File: src/rtl/ilm_pkg.sv
// Package of shared types, codes and defaults for the idle load monitor.
package ilm_pkg;

    // Default counter width for spin and time arithmetic.
    localparam int COUNT_WIDTH_DEF = 32;

    // Fixed field widths.
    localparam int IN_FIELD_W   = 32;
    localparam int ROUNDS_W     = 8;
    localparam int DELAY_W      = 24;
    localparam int PERCENT_W    = 16;
    localparam int PHASE_CODE_W = 2;
    localparam int CFG_INDEX_W  = 2;
    localparam int S_TDATA_W    = 64;
    localparam int M_TDATA_W    = 48;

    // Configuration register indexes.
    localparam logic [CFG_INDEX_W-1:0] REG_CAL_ROUNDS    = 2'd0;
    localparam logic [CFG_INDEX_W-1:0] REG_MEASURE_DELAY = 2'd1;
    localparam logic [CFG_INDEX_W-1:0] REG_SAMPLE_PERIOD = 2'd2;

    // Configuration reset values.
    localparam logic [ROUNDS_W-1:0] CAL_ROUNDS_RST    = 8'd3;
    localparam logic [DELAY_W-1:0]  MEASURE_DELAY_RST = 24'd100000;
    localparam logic [DELAY_W-1:0]  SAMPLE_PERIOD_RST = 24'd1000000;

    // Delay requested after a calibration round that is not the last one.
    localparam logic [DELAY_W-1:0]  REALIGN_DELAY = 24'd1;

    // Phase codes as reported in the result item.
    localparam logic [PHASE_CODE_W-1:0] PHASE_CODE_ALIGN   = 2'd0;
    localparam logic [PHASE_CODE_W-1:0] PHASE_CODE_MEASURE = 2'd1;
    localparam logic [PHASE_CODE_W-1:0] PHASE_CODE_SAMPLE  = 2'd2;

    // Requests from the top level to the serial arithmetic unit.
    typedef struct packed {
        logic start;
        logic take;
    } arith_req_t;

    // Status from the serial arithmetic unit.
    typedef struct packed {
        logic                 valid;
        logic [PERCENT_W-1:0] percent;
    } arith_stat_t;

endpackage

File: src/rtl/ilm_serial_arith.sv
// Bit-serial multiply, divide, scale and divide unit for the idle percentage.
module ilm_serial_arith #(
    parameter int W = ilm_pkg::COUNT_WIDTH_DEF
) (
    input  logic                clk,
    input  logic                rst_n,
    input  ilm_pkg::arith_req_t req,
    input  logic [W-1:0]        op_a,   // sample spins
    input  logic [W-1:0]        op_b,   // calibration interval
    input  logic [W-1:0]        op_c,   // sample interval
    input  logic [W-1:0]        op_d,   // calibration spins
    output ilm_pkg::arith_stat_t stat
);

    localparam int CW = $clog2(W);

    typedef enum logic [5:0] {
        A_IDLE  = 6'b000001,
        A_MUL   = 6'b000010,
        A_DIV1  = 6'b000100,
        A_SCALE = 6'b001000,
        A_DIV2  = 6'b010000,
        A_DONE  = 6'b100000
    } arith_state_t;

    arith_state_t state_reg, state_next;
    logic [CW-1:0] cnt_reg, cnt_next;
    logic [W-1:0]  acc_reg, acc_next;
    logic [W-1:0]  mcand_reg, mcand_next;
    logic [W-1:0]  mplier_reg, mplier_next;
    logic [W-1:0]  rem_reg, rem_next;
    logic [W-1:0]  quo_reg, quo_next;

    logic [W-1:0]  acc_sum;
    logic [W-1:0]  divisor;
    logic [W:0]    shifted;
    logic [W:0]    diff;
    logic          qbit;
    logic [W-1:0]  rem_step;

    assign acc_sum  = mplier_reg[0] ? (acc_reg + mcand_reg) : acc_reg;
    assign divisor  = (state_reg == A_DIV2) ? op_d : op_c;
    assign shifted  = {rem_reg, quo_reg[W-1]};
    assign diff     = shifted - {1'b0, divisor};
    assign qbit     = ~diff[W];
    assign rem_step = qbit ? diff[W-1:0] : shifted[W-1:0];

    always_comb
    begin
        state_next  = state_reg;
        cnt_next    = cnt_reg;
        acc_next    = acc_reg;
        mcand_next  = mcand_reg;
        mplier_next = mplier_reg;
        rem_next    = rem_reg;
        quo_next    = quo_reg;
        case (state_reg)
            A_IDLE:
            begin
                if (req.start)
                begin
                    acc_next    = '0;
                    mcand_next  = op_a;
                    mplier_next = op_b;
                    cnt_next    = CW'(W - 1);
                    if ((op_c == '0) || (op_d == '0))
                    begin
                        quo_next   = '0;
                        state_next = A_DONE;
                    end
                    else
                    begin
                        state_next = A_MUL;
                    end
                end
            end
            A_MUL:
            begin
                acc_next    = acc_sum;
                mcand_next  = mcand_reg << 1;
                mplier_next = mplier_reg >> 1;
                if (cnt_reg == '0)
                begin
                    quo_next   = acc_sum;
                    rem_next   = '0;
                    cnt_next   = CW'(W - 1);
                    state_next = A_DIV1;
                end
                else
                begin
                    cnt_next = cnt_reg - 1'b1;
                end
            end
            A_DIV1, A_DIV2:
            begin
                rem_next = rem_step;
                quo_next = {quo_reg[W-2:0], qbit};
                if (cnt_reg == '0)
                begin
                    state_next = (state_reg == A_DIV1) ? A_SCALE : A_DONE;
                end
                else
                begin
                    cnt_next = cnt_reg - 1'b1;
                end
            end
            A_SCALE:
            begin
                // Times 100 as 64 + 32 + 4, wrapping to W bits.
                quo_next   = (quo_reg << 6) + (quo_reg << 5) + (quo_reg << 2);
                rem_next   = '0;
                cnt_next   = CW'(W - 1);
                state_next = A_DIV2;
            end
            A_DONE:
            begin
                if (req.take)
                begin
                    state_next = A_IDLE;
                end
            end
            default:
            begin
                state_next = A_IDLE;
            end
        endcase
    end

    always_ff @(posedge clk or negedge rst_n)
    begin
        if (!rst_n)
        begin
            state_reg <= A_IDLE;
            cnt_reg   <= '0;
        end
        else
        begin
            state_reg <= state_next;
            cnt_reg   <= cnt_next;
        end
    end

    always_ff @(posedge clk)
    begin
        acc_reg    <= acc_next;
        mcand_reg  <= mcand_next;
        mplier_reg <= mplier_next;
        rem_reg    <= rem_next;
        quo_reg    <= quo_next;
    end

    assign stat.valid   = (state_reg == A_DONE);
    assign stat.percent = quo_reg[ilm_pkg::PERCENT_W-1:0];

endmodule

File: src/rtl/idle_load_monitor_core.sv
// Top level of the idle load monitor: phase sequencing, state and result staging.
//
// Usage: every item on the slave stream is one timed activation; s_tdata holds
// spin_count in bits 31:0 and time_us in bits 63:32. Every accepted item gives
// exactly one result item on the master stream. The block first runs the
// configured number of align and measure rounds, keeping the spin and time
// deltas of the last measure, then takes periodic samples. Each result carries
// the next delay to schedule, a calibration-done pulse, the idle percentage
// and the phase after the step.
// The idle percentage comes from a bit-serial unit: a start step, a shift-add
// multiply, a restoring divide, one scaling step and a second divide, all at
// COUNT_WIDTH bits. With either divisor zero the unit is skipped and the
// percentage is zero. The next item is taken only after the result of the
// last one has moved to the output register.
// s_tready is low while an item is in work. The next item may be accepted
// while a finished result still waits in the output register; if the receiver
// stalls, the following result waits in the serial unit until the register
// frees. Configuration writes take effect at once. Reset returns the phase to
// align, clears all stored deltas and round counts and loads the defaults.
module idle_load_monitor_core #(
    parameter int COUNT_WIDTH = ilm_pkg::COUNT_WIDTH_DEF
) (
    input  logic                             clk,
    input  logic                             rst_n,
    // Configuration write port.
    input  logic                             cfg_we,
    input  logic [ilm_pkg::CFG_INDEX_W-1:0]  cfg_index,
    input  logic [ilm_pkg::DELAY_W-1:0]      cfg_wdata,
    // Activation stream.
    input  logic                             s_tvalid,
    output logic                             s_tready,
    // Fields from bit 0: spin_count[31:0], time_us[63:32].
    input  logic [ilm_pkg::S_TDATA_W-1:0]    s_tdata,
    // Result stream.
    output logic                             m_tvalid,
    input  logic                             m_tready,
    // Fields from bit 0: next_delay_us[23:0], calibration_done[24],
    // idle_percent[40:25], phase_now[42:41], zero fill[47:43].
    output logic [ilm_pkg::M_TDATA_W-1:0]    m_tdata
);

    localparam int W = COUNT_WIDTH;

    // One-hot phase register; mapped to the reported codes at the output.
    typedef enum logic [2:0] {
        PH_ALIGN   = 3'b001,
        PH_MEASURE = 3'b010,
        PH_SAMPLE  = 3'b100
    } phase_t;

    // Configuration registers.
    logic [ilm_pkg::ROUNDS_W-1:0] cal_rounds_reg;
    logic [ilm_pkg::DELAY_W-1:0]  measure_delay_reg;
    logic [ilm_pkg::DELAY_W-1:0]  sample_period_reg;

    // Monitor state.
    phase_t                       phase_reg, phase_next;
    logic [ilm_pkg::ROUNDS_W-1:0] rounds_done_reg, rounds_done_next;
    logic [W-1:0]                 prev_spins_reg;
    logic [W-1:0]                 prev_time_reg;
    logic [W-1:0]                 calib_spins_reg, calib_spins_next;
    logic [W-1:0]                 calib_interval_reg, calib_interval_next;
    logic [W-1:0]                 sample_spins_reg, sample_spins_next;
    logic [W-1:0]                 sample_interval_reg, sample_interval_next;

    // Item control and staged result fields.
    logic                         busy_reg;
    logic                         start_reg;
    logic [ilm_pkg::DELAY_W-1:0]  pend_delay_reg, delay_next;
    logic                         pend_done_reg, done_next;
    logic [ilm_pkg::PHASE_CODE_W-1:0] pend_phase_reg, phase_code_next;
    logic                         m_tvalid_reg;
    logic [ilm_pkg::M_TDATA_W-1:0] m_tdata_reg;

    logic                         in_accept;
    logic                         out_load;
    logic [W-1:0]                 spins_w;
    logic [W-1:0]                 now_w;
    logic [ilm_pkg::ROUNDS_W:0]   rounds_inc;

    ilm_pkg::arith_req_t          arith_req;
    ilm_pkg::arith_stat_t         arith_stat;

    assign s_tready  = ~busy_reg;
    assign in_accept = s_tvalid & s_tready;
    assign m_tvalid  = m_tvalid_reg;
    assign m_tdata   = m_tdata_reg;

    // Counter fields are taken at the configured counter width.
    assign spins_w = COUNT_WIDTH'(s_tdata[ilm_pkg::IN_FIELD_W-1:0]);
    assign now_w   = COUNT_WIDTH'(s_tdata[2*ilm_pkg::IN_FIELD_W-1:ilm_pkg::IN_FIELD_W]);

    assign rounds_inc = {1'b0, rounds_done_reg} + 1'b1;

    // A finished percentage moves to the output register once it is free.
    assign out_load = busy_reg & arith_stat.valid & (~m_tvalid_reg | m_tready);

    assign arith_req.start = start_reg;
    assign arith_req.take  = out_load;

    // Phase step for one activation.
    always_comb
    begin
        phase_next           = phase_reg;
        rounds_done_next     = rounds_done_reg;
        calib_spins_next     = calib_spins_reg;
        calib_interval_next  = calib_interval_reg;
        sample_spins_next    = sample_spins_reg;
        sample_interval_next = sample_interval_reg;
        delay_next           = measure_delay_reg;
        done_next            = 1'b0;
        case (phase_reg)
            PH_MEASURE:
            begin
                calib_spins_next    = spins_w - prev_spins_reg;
                calib_interval_next = now_w - prev_time_reg;
                // The round count saturates at its top value.
                rounds_done_next    = rounds_inc[ilm_pkg::ROUNDS_W]
                                    ? rounds_done_reg
                                    : rounds_inc[ilm_pkg::ROUNDS_W-1:0];
                // A zero round setting ends calibration at the first measure.
                if (rounds_inc >= {1'b0, cal_rounds_reg})
                begin
                    phase_next = PH_SAMPLE;
                    delay_next = sample_period_reg;
                    done_next  = 1'b1;
                end
                else
                begin
                    phase_next = PH_ALIGN;
                    delay_next = ilm_pkg::REALIGN_DELAY;
                end
            end
            PH_SAMPLE:
            begin
                sample_spins_next    = spins_w - prev_spins_reg;
                sample_interval_next = now_w - prev_time_reg;
                delay_next           = sample_period_reg;
            end
            default:
            begin
                phase_next = PH_MEASURE;
                delay_next = measure_delay_reg;
            end
        endcase
    end

    always_comb
    begin
        case (phase_next)
            PH_MEASURE: phase_code_next = ilm_pkg::PHASE_CODE_MEASURE;
            PH_SAMPLE:  phase_code_next = ilm_pkg::PHASE_CODE_SAMPLE;
            default:    phase_code_next = ilm_pkg::PHASE_CODE_ALIGN;
        endcase
    end

    // Configuration registers.
    always_ff @(posedge clk or negedge rst_n)
    begin
        if (!rst_n)
        begin
            cal_rounds_reg    <= ilm_pkg::CAL_ROUNDS_RST;
            measure_delay_reg <= ilm_pkg::MEASURE_DELAY_RST;
            sample_period_reg <= ilm_pkg::SAMPLE_PERIOD_RST;
        end
        else if (cfg_we)
        begin
            case (cfg_index)
                ilm_pkg::REG_CAL_ROUNDS:
                    cal_rounds_reg <= cfg_wdata[ilm_pkg::ROUNDS_W-1:0];
                ilm_pkg::REG_MEASURE_DELAY:
                    measure_delay_reg <= cfg_wdata;
                ilm_pkg::REG_SAMPLE_PERIOD:
                    sample_period_reg <= cfg_wdata;
                default:
                begin
                end
            endcase
        end
    end

    // Monitor state is updated when an activation is accepted.
    always_ff @(posedge clk or negedge rst_n)
    begin
        if (!rst_n)
        begin
            phase_reg           <= PH_ALIGN;
            rounds_done_reg     <= '0;
            prev_spins_reg      <= '0;
            prev_time_reg       <= '0;
            calib_spins_reg     <= '0;
            calib_interval_reg  <= '0;
            sample_spins_reg    <= '0;
            sample_interval_reg <= '0;
        end
        else if (in_accept)
        begin
            phase_reg           <= phase_next;
            rounds_done_reg     <= rounds_done_next;
            prev_spins_reg      <= spins_w;
            prev_time_reg       <= now_w;
            calib_spins_reg     <= calib_spins_next;
            calib_interval_reg  <= calib_interval_next;
            sample_spins_reg    <= sample_spins_next;
            sample_interval_reg <= sample_interval_next;
        end
    end

    // Item control: the serial unit starts the cycle after acceptance, once
    // the stored deltas hold this activation's values.
    always_ff @(posedge clk or negedge rst_n)
    begin
        if (!rst_n)
        begin
            busy_reg     <= 1'b0;
            start_reg    <= 1'b0;
            m_tvalid_reg <= 1'b0;
        end
        else
        begin
            start_reg <= in_accept;
            if (in_accept)
            begin
                busy_reg <= 1'b1;
            end
            else if (out_load)
            begin
                busy_reg <= 1'b0;
            end
            if (out_load)
            begin
                m_tvalid_reg <= 1'b1;
            end
            else if (m_tready)
            begin
                m_tvalid_reg <= 1'b0;
            end
        end
    end

    // Result payload staging.
    always_ff @(posedge clk)
    begin
        if (in_accept)
        begin
            pend_delay_reg <= delay_next;
            pend_done_reg  <= done_next;
            pend_phase_reg <= phase_code_next;
        end
        if (out_load)
        begin
            m_tdata_reg <= {5'b0, pend_phase_reg, arith_stat.percent,
                            pend_done_reg, pend_delay_reg};
        end
    end

    ilm_serial_arith #(
        .W (COUNT_WIDTH)
    ) u_arith (
        .clk   (clk),
        .rst_n (rst_n),
        .req   (arith_req),
        .op_a  (sample_spins_reg),
        .op_b  (calib_interval_reg),
        .op_c  (sample_interval_reg),
        .op_d  (calib_spins_reg),
        .stat  (arith_stat)
    );

    // An accepted item keeps the block busy until its result is staged.
    a_accept_busy: assert property (@(posedge clk) disable iff (!rst_n)
        in_accept |=> busy_reg)
        else $error("block not busy after an accepted item");

    // The serial unit never holds a result without an item in work.
    a_result_has_item: assert property (@(posedge clk) disable iff (!rst_n)
        arith_stat.valid |-> busy_reg)
        else $error("serial result without a pending item");

    // The calibration pulse only comes with the move to periodic sampling.
    a_done_phase: assert property (@(posedge clk) disable iff (!rst_n)
        (m_tvalid_reg && m_tdata_reg[24]) |->
            (m_tdata_reg[42:41] == ilm_pkg::PHASE_CODE_SAMPLE))
        else $error("calibration done outside the sample phase");

endmodule

File: config.mk
export PLATFORM = sky130hd
export DESIGN_NAME = idle_load_monitor_core
export DESIGN_NICKNAME = d
export VERILOG_FILES = /design/src/rtl/ilm_pkg.sv /design/src/rtl/ilm_serial_arith.sv /design/src/rtl/idle_load_monitor_core.sv
export SDC_FILE = /design/constraint.sdc
export NUM_CORES = 1
export LEC_CHECK = 0
export ABC_CLOCK_PERIOD_IN_PS = 9000
export BUFFER_PORTS_ARGS = -buffer_cell sky130_fd_sc_hd__buf_2
export CORE_UTILIZATION = 60
export CTS_BUF_LIST = sky130_fd_sc_hd__clkbuf_8
export CTS_CLUSTER_SIZE = 12
export DETAILED_ROUTE_END_ITERATION = 10
export HOLD_SLACK_MARGIN = 0.12
export PLACE_DENSITY = 0.8
export SLEW_MARGIN = 20
export SYNTH_ARGS = -nofsm -noshare
export SYNTH_HDL_FRONTEND = slang
export SYNTH_SLANG_ARGS = --single-unit
File: constraint.sdc
create_clock -name clk -period 9 [get_ports clk]
set_input_delay 0.45 -clock clk [delete_from_list [all_inputs] [get_ports clk]]
set_output_delay 0.45 -clock clk [all_outputs]
set_load 0.005 [all_outputs]
=== After elaboration in Yosys (flattened, before gate mapping) ===
Cells that the tools add are included.

* Word-level logic and storage cells: 118
* Output and inout bits: 50
* Bits in latches: 0
* RAM bits: 0
* Memories kept: 0
* Input port bits: 95
* Bits in registers: 503
* Memory bits (read-only): 0

* Bitwise logic cells: 8
* Order comparisons: 1
* Divide/modulo/power cells: 0
* Multiplexer cells: 36
* Reduce and logical (&&, ||, !) cells: 22
* $mul: 0
* Shift operators: 0
* Eq/ne operators: 18
* Add/subtract/negate cells: 8

{| class="wikitable"
|+ Operators with widths
! cell !! count
|-
| 32-bit two-way mux || 10
|-
| 32-bit one-hot mux with 2 select lines || 3
|-
| 32-bit one-hot mux with 4 select lines || 1
|-
| 32-bit adder || 3
|-
| 32-bit one-hot mux with 3 select lines || 1
|-
| 32-bit zero test || 2
|-
| 32-bit subtractor || 2
|-
| 24-bit one-hot mux with 2 select lines || 1
|-
| 6-bit two-way mux || 6
|-
| 33-bit by 32-bit subtractor with 33-bit output || 1
|-
| 6-bit one-hot mux with 5 select lines || 1
|-
| 24-bit two-way mux || 1
|-
| 5-bit one-hot mux with 4 select lines || 1
|-
| 5-bit two-way mux || 3
|-
| 2-bit AND reduction || 7
|-
| 8-bit by 1-bit adder with 9-bit output, second input constant || 1
|-
| 9-bit by 8-bit greater-or-equal comparator with 1-bit output || 1
|-
| 4-bit AND reduction || 2
|-
| 3-bit by 2-bit equality test with 1-bit output, second input constant || 2
|-
| 3-bit equality test, second input constant || 2
|-
| 6-bit by 1-bit equality test with 1-bit output, second input constant || 1
|-
| 6-bit by 2-bit equality test with 1-bit output, second input constant || 1
|-
| 6-bit by 3-bit equality test with 1-bit output, second input constant || 1
|-
| 6-bit by 4-bit equality test with 1-bit output, second input constant || 1
|-
| 22 further kinds || 38
|}

=== Longest topological paths before layout ===
Gate-level depths: netlist of the first run.

* Depth in word-level cells: 6
* Depth in mapped cells: 18
* Mapped depth without buffers: 16

=== By module ===
Synthesis of the first run repeated with hierarchy kept, for this count alone.

* Cell total of the unflattened synthesis: 2909
* Area total of the unflattened synthesis: 28802.6 µm²

{| class="wikitable"
|+ Modules (own cells, without submodules)
! module !! seq. area each (µm²) !! cells each !! area each (µm²) !! instances
|-
| idle_load_monitor_core || 8678.3 || 1516 || 15662.5 || 1
|-
| ilm_serial_arith || 5081.1 || 1393 || 13140.1 || 1
|}

=== Worst setup path after synthesis of the first run ===
OpenSTA, ideal clock, no wires.

* Kind: flip-flop to flip-flop
* Start: register u_arith.state_reg[3]
* End: register u_arith.quo_reg[0] (enable)
* Clock period less this slack: 4.063 ns
* Data arrival time: 3.602 ns
* Slack: 4.937 ns
* Setup time: 0.461 ns
* Stages on the path, launching flop included: 7
* Required time: 8.539 ns
* Path buffers: 0
* Cells stage by stage: dfrtp_1 > nor2_1 > nand2_1 > nor3b_2 > nor2_1 > a31o_2 > nor3_1

* Word-level cells in the longest chain between the ends: 4
* Elaborated cells on any way between the ends: 11
* Classes of those cells: eq/ne (8); reduce/logical (3)

{| class="wikitable"
|+ RTL lines
! item !! RTL line !! text
|-
| from (decl) || ilm_serial_arith.sv:26 || <nowiki>arith_state_t state_reg, state_next;</nowiki>
|-
| from (signal assigned) || ilm_serial_arith.sv:138 || <nowiki>state_reg <= state_next;</nowiki>
|-
| 6-bit by 3-bit equality test with 1-bit output / 6-bit by 5-bit equality test with 1-bit output (equally long branches) || ilm_serial_arith.sv:57 || <nowiki>case (state_reg)</nowiki>
|-
| 2-bit OR reduction || ilm_serial_arith.sv:57 ||
|-
| 4-bit nonzero test (no source line) || - ||
|-
| 4-bit AND reduction (no source line) * || - ||
|-
| to (signal assigned) || ilm_serial_arith.sv:149 || <nowiki>quo_reg <= quo_next;</nowiki>
|-
| to (decl) || ilm_serial_arith.sv:32 || <nowiki>logic [W-1:0] quo_reg, quo_next;</nowiki>
|}

Mark *: on every way between the ends. The rest lies on a longest branch, timed or not.
A chain may end at the register's enable or synchronous reset.

=== Final worst setup path of the first run ===
* Start: register u_arith.state_reg[0]
* End: register u_arith.rem_reg[18] (data pin)

* Word-level cells in the longest chain between the ends: 5
* Elaborated cells on any way between the ends: 9
* Classes of those cells: add/sub (1); eq/ne (4); mux (3); reduce/logical (1)

{| class="wikitable"
|+ RTL lines
! item !! RTL line !! text
|-
| 6-bit by 5-bit equality test with 1-bit output || ilm_serial_arith.sv:42, ilm_serial_arith.sv:57 ||
|-
| 32-bit two-way mux || ilm_serial_arith.sv:42 || <nowiki>assign divisor = (state_reg == A_DIV2) ? op_d : op_c;</nowiki>
|-
| 33-bit by 32-bit subtractor with 33-bit output || ilm_serial_arith.sv:44 || <nowiki>assign diff = shifted - {1'b0, divisor};</nowiki>
|-
| 32-bit two-way mux || ilm_serial_arith.sv:46 || <nowiki>assign rem_step = qbit ? diff[W-1:0] : shifted[W-1:0];</nowiki>
|-
| 32-bit one-hot mux with 3 select lines * || ilm_serial_arith.sv:57 ||
|-
| to (signal assigned) || ilm_serial_arith.sv:148 || <nowiki>rem_reg <= rem_next;</nowiki>
|-
| to (decl) || ilm_serial_arith.sv:31 || <nowiki>logic [W-1:0] rem_reg, rem_next;</nowiki>
|}

Marks and branches as above.

==> flow_metrics.tcl, run 1 <==
set metrics [dict create \
    clkTransAtPathRegs_ps 60 \
    clock_sinks 503 \
    ys_seq_area_share_pct 47.8 \
    cts_tree "done" \
    rsz0062_at_grt "no" \
    yosys.area.top_type "edfxtp_1" \
    synth_most_common_cell "nand2_1" \
    maxSlewViolCount 0 \
    hold_viol 0 \
    setup_violations 0 \
    area_growth_pct 13.4 \
    critPathRequiredTime_ps 9440 \
    rows 79 \
    setup_slack_ps 3760 \
    cts-root-buf "clkbuf_8" \
    grt_max_degree 190 \
    syn-mean-instance-area_sq_um 10.1 \
    clk_path_buf_depth 3 \
    synth_cell_types 82 \
    leakage_nw 14.8 \
    power_mw 10.6 \
    largest_register_ffs 43 \
    yosys-top-cells-area "edfxtp_1 (24%), dfrtp_1 (22%), nand2_1 (7.5%), ha_1 (7.0%), mux2_2 (3.6%)" \
    ant_nets 0 \
    slew_headroom_pct 30.3 \
    fin_util_pct 69.5 \
    antenna_found_initial 3 \
    die_area_sq_mm 0.0488 \
    startpoint_type "flip-flop" \
    status "finished clean" \
    grt_use_total_pct 30.6 \
    vias 22600 \
    ys_ff_latch 503 \
    insertion_delay_ps 700 \
    fin_crit_sh_pct 58.2 \
    ios 145 \
    cts_buffers 83 \
    stdcell_area_sq_mm 0.0326 \
    min-delay-start "cfg_index[0]" \
    fin_nets 3360 \
    skew_ps 36.6 \
    dp_hpwl_um 50400 \
    drt_pre_antenna_iters 9 \
    drt_iter0_markers 1925 \
    drv_cap 0 \
    fmax_ghz 0.191 \
    post_cts_resized 0 \
    portBuffers 139 \
    p_per_area_mw_per_mm2 326 \
    netlist_area_sq_mm 0.0288 \
    worstMarginPinSlew_ps 1040 \
    synthFlopType "dfrtp_1" \
    place_ws_ps 3740 \
    h-tree-depth 3 \
    start_util_pct 61.3 \
    peakVddDrop_v 0.000254 \
    tns_ps 0 \
    core_area_sq_mm 0.0470 \
    async_flop_share_pct 54.3 \
    end_kind "flip-flop" \
    worstPathArrival_ps 5680 \
    synth_edf_count 230 \
    worstHoldPathType "in2reg" \
    place_congestion 0.942 \
    wl_per_cell_um 19.6 \
    vias_per_cell 6.02 \
    grt_pass1_vias 22700 \
    crit_path_start "u_arith.state_reg[0]" \
    dpl_cell_area_sq_mm 0.0300 \
    die_h_um 221 \
    die_x_um 221 \
    reg2reg_from "u_arith.state_reg[0]" \
    routed_wl_um 73400 \
    grt_pass1_wl_um 120000 \
    fin_crit_ps 5240 \
    crit_fanout 39 \
    syn_inst 2855 \
    postCtsSetupBuffers 0 \
    netlist_top_cells_count "nand2_1 (575), dfrtp_1 (256), edfxtp_1 (230)" \
    drc 0 \
    synth_top_area_share_pct 24.0 \
    layout-drive-gt1-share_pct 13.9 \
    gr-total-overflow 0 \
    yosysWarnings 0 \
    path_class "reg2reg" \
]
-- stage by stage --
step	hold WS, ps	instances
global placement	402	3503
global route	160	3753
CTS	120	3749
floorplan	154	2859
detailed placement	405	3503
finish	157	3753
-- final timing paths --
check / end / slack [ps] / depth (start not counted)
max: u_arith.rem_reg[18] / 3760 / 17
min: measure_delay_reg[8] / 160 / 3
max reg2reg: u_arith.rem_reg[18] / 3760 / 17
min reg2reg: m_tdata[21] / 420 / 0
max in group asynchronous: m_tvalid / 7170 / 4
min in group asynchronous: prev_time_reg[26] / 360 / 2
-- routing by layer --
metal	routed length, um	share of wire [%]	track usage, %	vias to the layer above
li1	-	-	-	10600
met1	32300	44	42.5	11100
met2	34800	47	49.4	766
met3	4220	5.7	3.96	148
met4	2110	2.9	11.3	0
met5	0	0	0	-
-- worst max-delay path: stages (launching register included) --
cell	delay (ps)
dfstp_2	600
nor2_1	70
nand2_1	120
or2_2	120
buf_4	470
mux2_2	270
ha_1	170
inv_1	70
fa_1	450
a211oi_1	340
o211ai_1	220
a41oi_2	400
o2111ai_2	220
a211o_1	350
nand3_2	310
buf_4	460
o21ai_0	160
and2_1	170
-- cell families (layout without fill, tap and decap cells) --
kind of cell,after synthesis,in the layout,synth area share (%)
XOR/XNOR,141,141,4.29
multiplexers,154,154,5.76
AND/OR/NAND/NOR,962,962,14.5
flip-flops,503,503,47.8
buffers and inverters,243,528,3.31
adder cells (fa/ha/maj),191,191,9.09
AO/OA/AOI/OAI,660,660,15.2
other,1,7,0.0130
-- layout by cell type (no fill, tap or decap), drive strengths merged, types with 23 or more instances in the layout --
cell type	instances
a211oi	23
a21o	84
a21oi	152
a221o	26
a22o	26
buf	164
clkbuf	92
clkinv	30
dfrtp	256
dlygate4sd3	91
edfxtp	230
fa	30
ha	161
inv	145
mux2	92
mux2i	62
nand2	575
nand2b	25
nand3	39
nand4	23
nor2	148
nor2b	24
nor3	24
nor4	25
o21ai	185
xnor2	88
xor2	53
-- where the power goes --
| part | switching (mW) | total, mW | leakage (nW) | internal (mW) |
|---|---|---|---|---|
| registers | 0.380 | 3.37 | 5.44 | 2.99 |
| logic | 3.13 | 5.19 | 8.38 | 2.07 |
| clock network | 0.980 | 2.05 | 0.960 | 1.07 |
| total | 4.49 | 10.6 | 14.8 | 6.14 |
-- final cells by class --
| class | instances | area (sq um) |
|---|---|---|
| diodes | 2 | 5.00 |
| clock buffers | 92 | 1270 |
| clock inverters | 63 | 429 |
| fillers | 3355 | 14300 |
| inverters | 118 | 445 |
| multi-input cells | 2113 | 14100 |
| flip-flops and latches | 503 | 13800 |
| well taps | 607 | 759 |
| repair buffers | 255 | 1840 |
-- repair_timing --
item                       in CTS  in global routing
hold endpoints to repair      206                  0
hold buffers                   91                  0
setup endpoints to repair       0                  0
Note: power is estimated with default switching activity, not from simulation.
==> inputs of run 2 (changes only) <==
--- a/config.mk
+++ b/config.mk
@@ -5,7 +5,7 @@
 export SDC_FILE = /design/constraint.sdc
 export NUM_CORES = 1
 export LEC_CHECK = 0
-export ABC_CLOCK_PERIOD_IN_PS = 9000
+export ABC_CLOCK_PERIOD_IN_PS = 5000
 export BUFFER_PORTS_ARGS = -buffer_cell sky130_fd_sc_hd__buf_2
 export CORE_UTILIZATION = 60
 export CTS_BUF_LIST = sky130_fd_sc_hd__clkbuf_8
==> constraint.sdc (replaced) <==
create_clock -name clk -period 5 [get_ports clk]
set_input_delay 0.25 -clock clk [delete_from_list [all_inputs] [get_ports clk]]
set_output_delay 0.25 -clock clk [all_outputs]
set_load 0.005 [all_outputs]
==> run 2 against run 1 <==
Worst hold slack better by 90 ps. Total power grew 80%. Sequential power increased by 80%. Critical path depth is 2 lower. Non-clock buffer count grew 15. Global-route usage is 0.074 points lower.
==> flow_metrics.tcl, run 2 (same netlist as run 1, synthesis figures left out) <==
set metrics [dict create \
    start_util_pct 61.3 \
    layout-drive-gt1-share_pct 13.8 \
    dp_hpwl_um 50400 \
    ant_nets 0 \
    combPwrFrac_pct 49.1 \
    gr-total-overflow 0 \
    slew_headroom_pct 31.6 \
    clock_sinks 503 \
    die_h_um 221 \
    setup_violations 0 \
    final_common_cell "nand2_1" \
    p_clk_share_pct 19.1 \
    fmax_ghz 0.214 \
    crit_fanout 43 \
    rows 79 \
    diodes 0 \
    die_area_sq_mm 0.0488 \
    n_fill_cell 3374 \
    place_congestion 1.01 \
    antenna_found_initial 1 \
    grt_use_total_pct 30.5 \
    stdcell_area_sq_mm 0.0327 \
    status "finished clean" \
    end_kind "flip-flop" \
    reg2reg_from "u_arith.state_reg[3]" \
    fin_nets 3375 \
    startpoint_type "flip-flop" \
    path_class "reg2reg" \
    post_cts_resized 0 \
    leakage_nw 14.9 \
    dpl_cell_area_sq_mm 0.0300 \
    grt_max_degree 123 \
    hold_viol 0 \
    clkTransAtPathRegs_ps 60 \
    cts_buffers 83 \
    fin_crit_sh_pct 93.7 \
    wl_per_cell_um 19.6 \
    routed_wl_um 73900 \
    drt_iter0_markers 2098 \
    core_area_sq_mm 0.0470 \
    drv_cap 0 \
    area_growth_pct 13.8 \
    place_ws_ps 372 \
    crit_path_start "u_arith.state_reg[3]" \
    power_switching_mw 8.08 \
    worstMarginPinSlew_ps 1020 \
    p_per_area_mw_per_mm2 584 \
    reg2reg_depth 15 \
    insertion_delay_ps 680 \
    tns_ps 0 \
    rsz0062_at_grt "no" \
    worstPathArrival_ps 5100 \
    cts-root-buf "clkbuf_8" \
    h-tree-depth 3 \
    sw_frac_of_total_pct 42.3 \
    setup_slack_ps 317 \
    critPathRequiredTime_ps 5410 \
    r2r_end "u_arith.rem_reg[15]" \
    intPower_mw 11.0 \
    grt_pass1_wl_um 119000 \
    cts_tree "done" \
    maxSlewViolCount 0 \
    portBuffers 139 \
    timing.reg2reg.setup_slack_ps 320 \
    clk_path_buf_depth 3 \
    drt_pre_antenna_iters 6 \
    vias_per_cell 5.99 \
    skew_ps 26.6 \
    postCtsSetupBuffers 0 \
    drc 0 \
    fin_crit_ps 4680 \
    vias 22500 \
    final_cell_mix "nand2_1 (574), dfrtp_1 (256), edfxtp_1 (230)" \
    ios 145 \
    seq_power_share_pct 31.8 \
    grt_pass1_vias 22400 \
    power_mw 19.1 \
    worstHoldPathType "in2async" \
    hold_buffers 104 \
    peakVddDrop_v 0.000395 \
    largest_register_ffs 43 \
    die_x_um 221 \
]
run 2: worst max-delay path, cell delays in order (launching register included):
cell and delay (ps):
dfrtp_1 430, nor2_1 160, nand2_1 120, or2_2 350, buf_4 260, mux2i_1 200, fa_1 500, a211oi_1 300
o211ai_1 210, a41oi_2 420, o2111ai_2 250, a211o_1 360, nand3_2 280, buf_12 260, mux2i_1 230, nor2_1 60
run 2: area by class of cell:
class | instances | area (sq um) | share of cell area (%)
clock buffers | 93 | 1280 | 3.91
clock inverters | 61 | 390 | 1.19
inverters | 118 | 445 | 1.36
multi-input cells | 2113 | 14100 | 43.1
flip-flops and latches | 503 | 13800 | 42.0
well taps | 607 | 759 | 2.32
repair buffers | 270 | 1980 | 6.04
run 2: per-layer routing:
metal,vias up,track usage [%],wire length [um]
li1,10600,-,-
met1,11000,42.8,33300
met2,746,49.4,34600
met3,119,4.32,4410
met4,0,9.38,1600
met5,-,0,0
run 2: worst max-delay path by stage:
stage	cells past startpoint	endpoint	slack [ps]
2_1_floorplan	6	u_arith.quo_reg[0]	940
3_3_place_gp	16	u_arith.rem_reg[31]	510
3_5_place_dp	15	u_arith.rem_reg[15]	370
4_1_cts	15	u_arith.rem_reg[15]	370
5_1_grt	16	u_arith.rem_reg[10]	120
6_report	15	u_arith.rem_reg[15]	320
run 2: per-stage QoR:
step | utilization (%) | cells | hold WS (ps)
floorplan | - | 2859 | -45.6
global placement | 63.9 | 3507 | 397
detailed placement | 63.9 | 3507 | 405
CTS | 69.7 | 3765 | 273
global route | 69.7 | 3765 | 330
finish | 69.7 | 3765 | 247
run 2: power by group through the flow:
| stage | Clock (mW) | Sequential (mW) | Combinational, mW |
|---|---|---|---|
| 2_1_floorplan | 0 | 5.88 | 6.86 |
| 3_3_place_gp | 0 | 6.10 | 8.87 |
| 3_5_place_dp | 0 | 6.13 | 9.09 |
| 4_1_cts | 3.70 | 6.07 | 9.24 |
| 5_1_grt | 3.89 | 6.17 | 10.3 |
| 6_report | 3.66 | 6.08 | 9.38 |
